`src/rtl/comma_token_hex_command_framer_unit_defines.svh`:
```
// Assertion macros for the comma token framer.
`ifndef COMMA_TOKEN_HEX_COMMAND_FRAMER_UNIT_DEFINES_SVH
`define COMMA_TOKEN_HEX_COMMAND_FRAMER_UNIT_DEFINES_SVH

// same-cycle implication, sampled on clk, off while arst_n is low
`define CTF_ASSERT_IMP(label, ante, cons) \
	label: assert property (@(posedge clk) disable iff (!arst_n) (ante) |-> (cons)) \
		else $error("ctf check failed");

// next-cycle implication
`define CTF_ASSERT_NXT(label, ante, cons) \
	label: assert property (@(posedge clk) disable iff (!arst_n) (ante) |=> (cons)) \
		else $error("ctf check failed");

`endif

```
`src/rtl/ctf_pkg.sv`:
```
// Shared constants, codes and helper functions for the comma token framer.
`timescale 1ns / 1ps
`default_nettype none
package ctf_pkg;

	localparam int TOKEN_MAX_DEF = 7;
	localparam int Q_DEPTH = 2;
	localparam logic [7:0] SEP_CHAR = 8'h2C;

	typedef enum logic {
		CMD_DATA = 1'b0,
		CMD_EOS  = 1'b1
	} cmd_t;

	function automatic logic hex_char_ok(input logic [7:0] c);
		return (c >= "0" && c <= "9") || (c >= "A" && c <= "F") || (c >= "a" && c <= "f");
	endfunction

	function automatic logic [3:0] nibble_of(input logic [7:0] c);
		logic [7:0] v;
		v = 8'd0;
		if (c >= "0" && c <= "9") begin
			v = c - 8'h30;
		end else if (c >= "A" && c <= "F") begin
			v = c - 8'h41 + 8'd10;
		end else if (c >= "a" && c <= "f") begin
			v = c - 8'h61 + 8'd10;
		end
		return v[3:0];
	endfunction

endpackage
`default_nettype wire

```
`src/rtl/ctf_front.sv`:
```
// Front end: collects token bytes, tracks hex validity, decodes and hands closed tokens on.
`timescale 1ns / 1ps
`default_nettype none
module ctf_front import ctf_pkg::*; #(
	parameter int TOKEN_MAX = TOKEN_MAX_DEF,
	localparam int LW = $clog2(TOKEN_MAX + 1),
	localparam int IW = $clog2(TOKEN_MAX)
) (
	input  wire logic                   clk,
	input  wire logic                   arst_n,
	input  wire logic                   in_valid,
	output logic                        in_stall,
	input  wire logic                   command,
	input  wire logic [7:0]             data_byte,
	input  wire logic                   q_full,
	output logic                        push,
	output logic [TOKEN_MAX*8-1:0]      push_data,
	output logic [LW-1:0]               push_count
);

	logic [7:0]    store_q [TOKEN_MAX];
	logic [LW-1:0] len_q;
	logic          hex_q;
	logic          accept;
	logic          is_eos;
	logic          is_sep;
	logic          has_room;
	logic          tok_hex;

	assign in_stall = q_full;
	assign accept   = in_valid && !q_full;
	assign is_eos   = (command == CMD_EOS);
	assign is_sep   = (data_byte == SEP_CHAR);
	assign has_room = (len_q < LW'(TOKEN_MAX));
	assign tok_hex  = hex_q && (len_q >= LW'(2)) && !len_q[0];

	assign push       = accept && (is_eos || is_sep) && (len_q != '0);
	assign push_count = tok_hex ? (len_q >> 1) : len_q;

	// for a hex token, decoded byte j comes from characters 2j and 2j+1; otherwise byte j is character j
	genvar j;
	for (j = 0; j < TOKEN_MAX; j++) begin : g_dec
		if (2 * j + 1 < TOKEN_MAX) begin : g_pair
			assign push_data[j*8 +: 8] = tok_hex ?
				{nibble_of(store_q[2*j]), nibble_of(store_q[2*j+1])} : store_q[j];
		end else begin : g_raw
			assign push_data[j*8 +: 8] = store_q[j];
		end
	end

	always_ff @(posedge clk) begin
		if (accept && !is_eos && !is_sep && has_room) begin
			store_q[len_q[IW-1:0]] <= data_byte;
		end
	end

	always_ff @(posedge clk or negedge arst_n) begin
		if (!arst_n) begin
			len_q <= '0;
			hex_q <= 1'b1;
		end else if (accept) begin
			if (is_eos || is_sep || !has_room) begin
				// close, flush or overflow: token starts afresh
				len_q <= '0;
				hex_q <= 1'b1;
			end else begin
				len_q <= len_q + LW'(1);
				hex_q <= hex_q && hex_char_ok(data_byte);
			end
		end
	end

endmodule
`default_nettype wire

```
`src/rtl/ctf_fifo.sv`:
```
// Short queue of closed tokens between the front and back ends.
`timescale 1ns / 1ps
`default_nettype none
module ctf_fifo import ctf_pkg::*; #(
	parameter int WIDTH = 8,
	localparam int AW = $clog2(Q_DEPTH),
	localparam int CW = $clog2(Q_DEPTH + 1)
) (
	input  wire logic             clk,
	input  wire logic             arst_n,
	input  wire logic             push,
	input  wire logic [WIDTH-1:0] wr_data,
	output logic                  full,
	input  wire logic             pop,
	output logic [WIDTH-1:0]      rd_data,
	output logic                  empty
);

	logic [WIDTH-1:0] ent_q [Q_DEPTH];
	logic [AW-1:0]    wr_ptr_q;
	logic [AW-1:0]    rd_ptr_q;
	logic [CW-1:0]    cnt_q;

	assign full    = (cnt_q == CW'(Q_DEPTH));
	assign empty   = (cnt_q == '0);
	assign rd_data = ent_q[rd_ptr_q];

	always_ff @(posedge clk) begin
		if (push) begin
			ent_q[wr_ptr_q] <= wr_data;
		end
	end

	always_ff @(posedge clk or negedge arst_n) begin
		if (!arst_n) begin
			wr_ptr_q <= '0;
			rd_ptr_q <= '0;
			cnt_q    <= '0;
		end else begin
			if (push) begin
				wr_ptr_q <= (wr_ptr_q == AW'(Q_DEPTH - 1)) ? '0 : wr_ptr_q + AW'(1);
			end
			if (pop) begin
				rd_ptr_q <= (rd_ptr_q == AW'(Q_DEPTH - 1)) ? '0 : rd_ptr_q + AW'(1);
			end
			if (push && !pop) begin
				cnt_q <= cnt_q + CW'(1);
			end else if (pop && !push) begin
				cnt_q <= cnt_q - CW'(1);
			end
		end
	end

endmodule
`default_nettype wire

```
`src/rtl/ctf_back.sv`:
```
// Back end: serialises one queued token as first payload byte, length and remaining payload words.
`timescale 1ns / 1ps
`default_nettype none
module ctf_back import ctf_pkg::*; #(
	parameter int TOKEN_MAX = TOKEN_MAX_DEF,
	localparam int LW = $clog2(TOKEN_MAX + 1)
) (
	input  wire logic                   clk,
	input  wire logic                   arst_n,
	input  wire logic                   q_empty,
	input  wire logic [TOKEN_MAX*8-1:0] q_data,
	input  wire logic [LW-1:0]          q_count,
	output logic                        q_pop,
	output logic                        out_valid,
	input  wire logic                   out_stall,
	output logic [7:0]                  out_byte,
	output logic                        last_of_message
);

	logic [7:0]    sh_q [TOKEN_MAX];
	logic [LW-1:0] cnt_q;
	logic [LW-1:0] k_q;
	logic          active_q;
	logic          ovalid_q;
	logic [7:0]    obyte_q;
	logic          olast_q;
	logic          out_free;
	logic          emit;
	logic          emit_last;

	assign out_free  = !ovalid_q || !out_stall;
	assign emit      = active_q && out_free;
	assign emit_last = emit && (k_q == cnt_q);
	// next token is picked up while idle, or in the cycle the current one sends its last word
	assign q_pop     = (!active_q || emit_last) && !q_empty;

	assign out_valid       = ovalid_q;
	assign out_byte        = obyte_q;
	assign last_of_message = olast_q;

	always_ff @(posedge clk) begin
		if (q_pop) begin
			for (int i = 0; i < TOKEN_MAX; i++) begin
				sh_q[i] <= q_data[i*8 +: 8];
			end
		end else if (emit && (k_q != LW'(1))) begin
			for (int i = 0; i < TOKEN_MAX - 1; i++) begin
				sh_q[i] <= sh_q[i+1];
			end
		end
		if (emit) begin
			obyte_q <= (k_q == LW'(1)) ? (8'(cnt_q) - 8'd1) : sh_q[0];
			olast_q <= (k_q == cnt_q);
		end
	end

	always_ff @(posedge clk or negedge arst_n) begin
		if (!arst_n) begin
			active_q <= 1'b0;
			ovalid_q <= 1'b0;
			cnt_q    <= '0;
			k_q      <= '0;
		end else begin
			if (emit) begin
				ovalid_q <= 1'b1;
			end else if (out_free) begin
				ovalid_q <= 1'b0;
			end
			if (q_pop) begin
				active_q <= 1'b1;
				cnt_q    <= q_count;
				k_q      <= '0;
			end else begin
				if (emit_last) begin
					active_q <= 1'b0;
				end
				if (emit) begin
					k_q <= k_q + LW'(1);
				end
			end
		end
	end

endmodule
`default_nettype wire

```
`src/rtl/comma_token_hex_command_framer_unit.sv`:
```
// Top level of the comma token framer: front end, token queue and back end.
// Usage:
//   Input channel (in_valid / in_stall, command, data_byte) takes one script word
//   per cycle while in_stall is low. command = data collects bytes into a token;
//   a comma or an end-of-script word closes it; end of script also clears it.
//   Output channel (out_valid / out_stall, out_byte, last_of_message) gives the
//   message: first payload byte, length byte (bytes - 1), then the rest, last marked.
//   Even-length tokens of hex digits are decoded to bytes, others are sent raw.
// Timing:
//   Once the closing word is accepted, the token goes through the queue and the
//   serialiser to the output register; a token that yields n bytes gives n + 1
//   words, one word a cycle while not stalled, consecutive messages back to back.
//   Input runs at one word a cycle; in_stall rises only while the two-entry
//   token queue is full, i.e. the serialiser falls behind closing words.
// Reset (arst_n low) empties the token, the queue and the output register.
// out_stall holds the current output word and lets the queue fill behind it.
`timescale 1ns / 1ps
`default_nettype none
`include "comma_token_hex_command_framer_unit_defines.svh"
module comma_token_hex_command_framer_unit import ctf_pkg::*; #(
	parameter int TOKEN_MAX = TOKEN_MAX_DEF
) (
	input  wire logic       clk,
	input  wire logic       arst_n,
	input  wire logic       in_valid,
	output logic            in_stall,
	input  wire logic       command,
	input  wire logic [7:0] data_byte,
	output logic            out_valid,
	input  wire logic       out_stall,
	output logic [7:0]      out_byte,
	output logic            last_of_message
);

	localparam int LW = $clog2(TOKEN_MAX + 1);
	localparam int EW = TOKEN_MAX * 8 + LW;

	logic                   q_push;
	logic                   q_pop;
	logic                   q_full;
	logic                   q_empty;
	logic [TOKEN_MAX*8-1:0] push_data;
	logic [LW-1:0]          push_count;
	logic [EW-1:0]          rd_entry;

	ctf_front #(.TOKEN_MAX(TOKEN_MAX)) u_front (
		.clk        (clk),
		.arst_n     (arst_n),
		.in_valid   (in_valid),
		.in_stall   (in_stall),
		.command    (command),
		.data_byte  (data_byte),
		.q_full     (q_full),
		.push       (q_push),
		.push_data  (push_data),
		.push_count (push_count)
	);

	ctf_fifo #(.WIDTH(EW)) u_fifo (
		.clk     (clk),
		.arst_n  (arst_n),
		.push    (q_push),
		.wr_data ({push_count, push_data}),
		.full    (q_full),
		.pop     (q_pop),
		.rd_data (rd_entry),
		.empty   (q_empty)
	);

	ctf_back #(.TOKEN_MAX(TOKEN_MAX)) u_back (
		.clk             (clk),
		.arst_n          (arst_n),
		.q_empty         (q_empty),
		.q_data          (rd_entry[TOKEN_MAX*8-1:0]),
		.q_count         (rd_entry[EW-1 -: LW]),
		.q_pop           (q_pop),
		.out_valid       (out_valid),
		.out_stall       (out_stall),
		.out_byte        (out_byte),
		.last_of_message (last_of_message)
	);

	`CTF_ASSERT_IMP(a_q_no_overflow, q_push, !q_full)
	`CTF_ASSERT_IMP(a_q_no_underflow, q_pop, !q_empty)
	// a message never leaves a gap between its words
	`CTF_ASSERT_NXT(a_msg_contiguous, out_valid && !out_stall && !last_of_message, out_valid)

endmodule
`default_nettype wire
```
`config.mk`:
```
export PLATFORM = sky130hd
export DESIGN_NAME = comma_token_hex_command_framer_unit
export DESIGN_NICKNAME = d
export VERILOG_FILES = /design/src/rtl/ctf_pkg.sv /design/src/rtl/ctf_front.sv /design/src/rtl/ctf_fifo.sv /design/src/rtl/ctf_back.sv /design/src/rtl/comma_token_hex_command_framer_unit.sv
export VERILOG_INCLUDE_DIRS = /design/src /design/src/rtl
export SDC_FILE = /design/constraint.sdc
export NUM_CORES = 1
export LEC_CHECK = 0
export BUFFER_PORTS_ARGS = -buffer_cell sky130_fd_sc_hd__buf_2
export CAP_MARGIN = 30
export CORE_MARGIN = 2
export CORE_UTILIZATION = 39
export CTS_CLUSTER_DIAMETER = 120
export DETAILED_ROUTE_END_ITERATION = 10
export PLACE_DENSITY = 0.63
export RECOVER_POWER = 50
export SLEW_MARGIN = 25
export SYNTH_ARGS = -nofsm -noshare
export SYNTH_HDL_FRONTEND = slang
export SYNTH_HIERARCHICAL = 1
export SYNTH_SLANG_ARGS = --single-unit
```
`constraint.sdc`:
```
create_clock -name clk -period 4.9 [get_ports clk]
set_clock_uncertainty 0.15 [all_clocks]
set_input_delay 0.245 -clock clk [delete_from_list [all_inputs] [get_ports clk]]
set_output_delay 0.245 -clock clk [all_outputs]
set_load 0.02 [all_outputs]
```
## Yosys cells after proc, flatten, opt, wreduce, memory -nomap -nowiden

Memory sizes are Yosys's and may differ from the RTL's.
Cells that the tools add are included.

- Bits in latches: 0
- Register bits: 25
- Bits in read-only memories: 0
- Memory bits (writable): 230
- Output and inout port bits: 11
- Logic and storage cells: 215
- Memories: 3
- Bits of input ports: 13

- Reductions and logical operators: 59
- $lt $le $gt $ge: 44
- Equal/unequal tests: 5
- Multiplexer cells: 50
- Bitwise gates (word level): 6
- Add/subtract/negate cells: 37
- Shift operators: 0
- Multipliers: 0
- Div/mod/pow operators: 0

Memory list:

| name | depth | bits a word | rd ports | clocked after Yosys merged registers in | write ports | line | text |
|---|---|---|---|---|---|---|---|
| u_fifo.ent_q | 2 | 59 | 1 | 0 | 1 | ctf_fifo.sv:19 | `logic [WIDTH-1:0] ent_q [Q_DEPTH];` |
| u_back.sh_q | 7 | 8 | 7 | 0 | 7 | ctf_back.sv:20 | `logic [7:0] sh_q [TOKEN_MAX];` |
| u_front.store_q | 7 | 8 | 7 | 0 | 1 | ctf_front.sv:21 | `logic [7:0] store_q [TOKEN_MAX];` |

Operators with widths:

| kind | count |
|---|---|
| greater-or-equal comparator 8 x 7 -> 1 bit, second input constant | 14 |
| less-or-equal comparator 8 x 7 -> 1 bit, second input constant | 14 |
| two-way mux 8 bit | 10 |
| two-way mux 4 bit | 18 |
| subtractor 4 x 1 -> 4 bit, second input constant | 18 |
| greater-or-equal comparator 8 x 6 -> 1 bit, second input constant | 7 |
| less-or-equal comparator 8 x 6 -> 1 bit, second input constant | 7 |
| adder 4 bit, second input constant | 12 |
| logical AND 1 bit | 36 |
| two-way mux 1 bit | 16 |
| two-way mux 3 bit | 4 |
| logical NOT 1 bit | 11 |
| == test 8 x 6 -> 1 bit, second input constant | 1 |
| nonzero test 2 bit | 4 |
| adder 3 x 1 -> 3 bit, second input constant | 2 |
| logical OR 1 bit | 6 |
| bitwise OR 1 bit | 6 |
| two-way mux 2 bit | 2 |
| subtractor 3 x 1 -> 4 bit, second input constant | 1 |
| == test 3 x 1 -> 1 bit, second input constant | 1 |
| == test 3 bit | 1 |
| greater-or-equal comparator 3 x 2 -> 1 bit, second input constant | 1 |
| < comparator 3 bit, second input constant | 1 |
| inequality test 3 x 1 -> 1 bit, second input constant | 1 |
| other kinds (6) | 7 |

## Longest topological paths before layout

- Depth in word-level cells: 9
- Gate-level depth with buffers: 9
- Gate-level depth less buffers: 8

## Hierarchy

Netlist, hierarchy kept.

By module, submodules not included:

| module | area each (um^2) | cells an instance | times used | sequential area each (um^2) |
|---|---|---|---|---|
| ctf_fifo | 4,747.1 | 200 | 1 | 3,643.5 |
| ctf_front | 3,285.7 | 287 | 1 | 1,783.0 |
| ctf_back | 3,150.5 | 178 | 1 | 2,152.1 |

## Worst setup path after synthesis

No wires, ideal clock.

- Path kind: register -> register
- Start: register u_front.len_q[1]
- End: memory u_fifo/ent_q[0][0] in the netlist's numbering, enable pin
- Cell stages (with the launch flop): 7
- Period minus slack after synthesis: 4,756 ps
- Slack: 144 ps
- Data arrival time: 4,123 ps
- Cell sequence: dfrtp_1 clkbuf_1 inv_1 ha_1 nor2b_1 nor3_1 nor2b_1

- Longest elaborated chain between the ends: 4

RTL lines:

| element | line | text |
|---|---|---|
| from (decl) | ctf_front.sv:22 | `logic [LW-1:0] len_q;` |
| from (signal assigned) | ctf_front.sv:67 | `len_q <= len_q + LW'(1);` |
| nonzero test 3 bit | ctf_front.sv:37 | `assign push = accept && (is_eos \|\| is_sep) && (len_q != '0);` |
| logical AND 1 bit | ctf_front.sv:37 |  |
| via q_push | comma_token_hex_command_framer_unit.sv:38 | `logic q_push;` |
| two-way mux 1 bit | ctf_fifo.sv:29 | `if (push) begin` |
| two-way mux 1 bit (implied by the code) | ctf_fifo.sv:30 | `ent_q[wr_ptr_q] <= wr_data;` |
| to (decl) | ctf_fifo.sv:19 |  |

The timed path passes the listed nets, and every way through them passes these cells.

==> flow_metrics.env <==
export IMPL_tns_ns=0
export IMPL_synth_area_um2=11200
export IMPL_ys_warn_count=6
export IMPL_synth_ff_type="edfxtp_1"
export IMPL_cts_made_buffers=27
export IMPL_hold_viol=0
export IMPL_cp_buffers_inverters=1
export IMPL_violations="capacitance limit, slew limit"
export IMPL_critPathKind="reg -> reg"
export IMPL_max_cap_violations=1
export IMPL_antenna_left=0
export IMPL_cp_startpoint="u_fifo/rd_ptr_q"
export IMPL_cts_setup_buffers=0
export IMPL_dr_pass1_iters=5
export IMPL_grt_max_degree=49
export IMPL_overflow=0
export IMPL_start_util_pct=39.9
export IMPL_finalCritPeriodShare_pct=77.0
export IMPL_end_kind="flip-flop"
export IMPL_power_density_nw_per_um2=565
export IMPL_async_reset_ff_share_pct=6.27
export IMPL_synth_nets=703
export IMPL_min_delay_start="in_valid"
export IMPL_via_count=5635
export IMPL_drt_iter0_drc=454
export IMPL_antenna_found_initial=0
export IMPL_reg2reg_from="u_fifo/rd_ptr_q"
export IMPL_core_um2=28000
export IMPL_irDropWorstVdd_uv=280
export IMPL_required_ns=5.04
export IMPL_p_leak_nw=4.46
export IMPL_drc=0
export IMPL_die_x_um=173
export IMPL_fp_dieH_um=173
export IMPL_arrival_ns=3.91
export IMPL_holdWs_ns=0.0770
export IMPL_htree_levels=1
export IMPL_synth_cells=665
export IMPL_drv_slew=37
export IMPL_clk_pin_slew_ns=0.06
export IMPL_ios=24
export IMPL_grt_pass1_vias=5437
export IMPL_synth_area_per_cell_um2=16.8
export IMPL_row_count=61
export IMPL_ys_seq_area_share_pct=67.8
export IMPL_drt_wirelength_per_cell_um=18.3
export IMPL_period_needed_ns=3.77
export IMPL_crit_family="flip-flops"
export IMPL_drive_gt1_share_pct=22.3
export IMPL_ys_ff_latch=255
export IMPL_antennaDiodeCount=0
export IMPL_wirelength_um=20400
export IMPL_cts_tree="done"
export IMPL_portBuffers=23
export IMPL_globalplace_congestion=0.800
export IMPL_max_slew_margin_pct=-43.6
export IMPL_fmax_mhz=265
export IMPL_area_growth_synth_to_final_pct=12.3
export IMPL_clkLatencyLatePin_ns=0.54
export IMPL_rsz0062_at_grt="false"
export IMPL_tightest_slew_ns=2.15
export IMPL_outcome="finished, violations left"
export IMPL_setup_viol=0
export IMPL_viasPerCell=5.04
export IMPL_cp_start_kind="flip-flop"
export IMPL_ys_types=68
export IMPL_cp_slowest_stage_delay_ns=1.79
export IMPL_clock_sinks=255
export IMPL_dpl_hpwl_um=13400
export IMPL_grt_pass1_wl_um=31400
export IMPL_path_cells="clkbuf_2 > mux2_4 > mux2_2"
export IMPL_grt_usage_pct=13.4
export IMPL_fin_nets=758
export IMPL_clock_root_buffer="clkbuf_16"
export IMPL_slowest_stage="dfrtp_1"
export IMPL_die_area_um2=30000
export IMPL_clockBufferDepth=3
export IMPL_critPathMaxFanout=36
export IMPL_hold_class="in -> reg"
export IMPL_synth_edf_count=239
-- worst register-to-register path, delay by kind of cell, from the launching register on --
| kind | cells | cell delay, ns |
|---|---|---|
| buf+inv | 1 | 0.95 |
| mux | 2 | 0.64 |
| flops | 1 | 1.79 |
-- routing by layer --
| layer | part of all wire (%) | vias up | GRT usage [%] | wire (um) |
|---|---|---|---|---|
| met5 | 0 | - | 0 | 0 |
| met4 | 1.8 | 0 | 3.67 | 374 |
| met3 | 3.9 | 23 | 2.00 | 788 |
| met2 | 47 | 126 | 21.8 | 9570 |
| met1 | 47 | 2809 | 18.9 | 9690 |
| li1 | - | 2677 | - | - |
-- state kept, by name (all words and copies together), names as in the netlist --
| register | flops |
|---|---|
| u_back/k_q | 3 |
| u_back/cnt_q | 3 |
| u_back/out_valid | 1 |
| u_back/sh_q | 56 |
| u_front/hex_q | 1 |
| u_fifo/cnt_q | 2 |
| u_fifo/rd_ptr_q | 1 |
| u_fifo/ent_q | 118 |
| u_front/store_q | 56 |
| u_back/active_q | 1 |
| u_front/len_q | 3 |
| u_fifo/wr_ptr_q | 1 |
| u_back/out_byte | 8 |
| u_back/last_of_message | 1 |
-- Yosys cell counts (5+ instances only) --
cell	count	area share [%]
edfxtp_1	239	64
mux2_4	79	11
nand2_1	39	1.3
mux2_2	31	3.1
inv_1	27	0.91
nor2_1	27	0.91
ha_1	25	2.8
dfrtp_1	15	3.4
a21oi_1	13	0.58
nand3_1	11	0.49
nor2b_1	11	0.62
nor3_1	11	0.49
o21ai_0	10	0.45
a31oi_1	9	0.50
nand2b_1	7	0.39
xor2_1	7	0.55
buf_12	6	1.1
a221o_1	5	0.45
clkbuf_1	5	0.17
-- cells by family (layout without fill, tap and decap cells) --
| group | count (synthesis) | count (layout) | share of synthesized area [%] |
|---|---|---|---|
| compound gates | 81 | 81 | 5.50 |
| xor+xnor | 11 | 11 | 0.861 |
| fa+ha+maj | 25 | 25 | 2.80 |
| buf+inv | 47 | 121 | 2.80 |
| flops | 255 | 255 | 67.8 |
| mux | 110 | 110 | 13.7 |
| simple gates | 136 | 136 | 6.55 |
-- final timing paths --
kind,endpoint,slack (ns),cells after the start
worst max-delay path,u_back/sh_q[0][45],1.13,3
worst min-delay path,u_front/len_q[0],0.08,3
worst max register to register,u_back/sh_q[0][45],1.13,3
worst min register to register,u_fifo/ent_q[1][53],0.31,0
max in group asynchronous,u_fifo/rd_ptr_q,3.57,2
min in group asynchronous,u_back/k_q[2],0.32,2
-- area by class of cell --
cell class | count | area, um2
Timing Repair Buffer | 46 | 278
Multi-Input combinational cell | 363 | 3270
Inverter | 27 | 101
Fill cell | 2480 | 15500
Tap cell | 378 | 473
Clock inverter | 18 | 165
Clock buffer | 30 | 687
Sequential cell | 255 | 7580
-- report_power, final --
part           total (mW)  switching, mW  internal, mW
clock network        1.93          0.811          1.12
registers            3.34          0.289          3.05
logic                1.82          0.910         0.909
total                7.09           2.01          5.08
-- what timing repair did --
action,in CTS,in global routing
gates resized for setup,0,0
hold endpoints to repair,79,0
hold buffers,11,0
-- cell usage in the layout, fill, tap and decap left out, drive strengths merged, types with 3 or more instances in the layout --
cell type / netlist / layout
dlygate4sd3: 0 / 11
nand3: 11 / 11
edfxtp: 239 / 239
ha: 25 / 25
a31oi: 9 / 9
mux2: 110 / 110
a21oi: 13 / 13
inv: 27 / 30
nand4b: 3 / 3
and3: 4 / 4
a21o: 3 / 3
a221oi: 3 / 3
a221o: 5 / 5
buf: 15 / 10
dfrtp: 15 / 15
a32oi: 3 / 3
clkinv: 0 / 10
o21ai: 12 / 12
or4b: 4 / 4
nor4b: 4 / 4
nor3b: 4 / 4
a2111oi: 4 / 4
nand2: 39 / 39
o21bai: 4 / 4
nor3: 11 / 11
xnor2: 4 / 4
xor2: 7 / 7
nor2b: 11 / 11
clkbuf: 5 / 55
clkinvlp: 0 / 3
nand2b: 7 / 7
nor2: 27 / 27
-- metrics by stage --
| stage | setup slack, ns | power [mW] | util (%) | cells | cell area (um2) |
|---|---|---|---|---|---|
| 6_report | 1.13 | 7.09 | 44.8 | 1117 | 12600 |
| 4_1_cts | 1.72 | 7.18 | 45.1 | 1117 | 12600 |
| 2_1_floorplan | 0.144 | 4.85 | - | 665 | 11200 |
| 3_5_place_dp | 1.73 | 5.23 | 41.7 | 1058 | 11700 |
| 3_3_place_gp | 1.84 | 5.19 | 41.6 | 1056 | 11700 |
| 5_1_grt | 0.914 | 7.43 | 44.8 | 1117 | 12600 |
No activity file was read; power rests on OpenSTA's default activity.
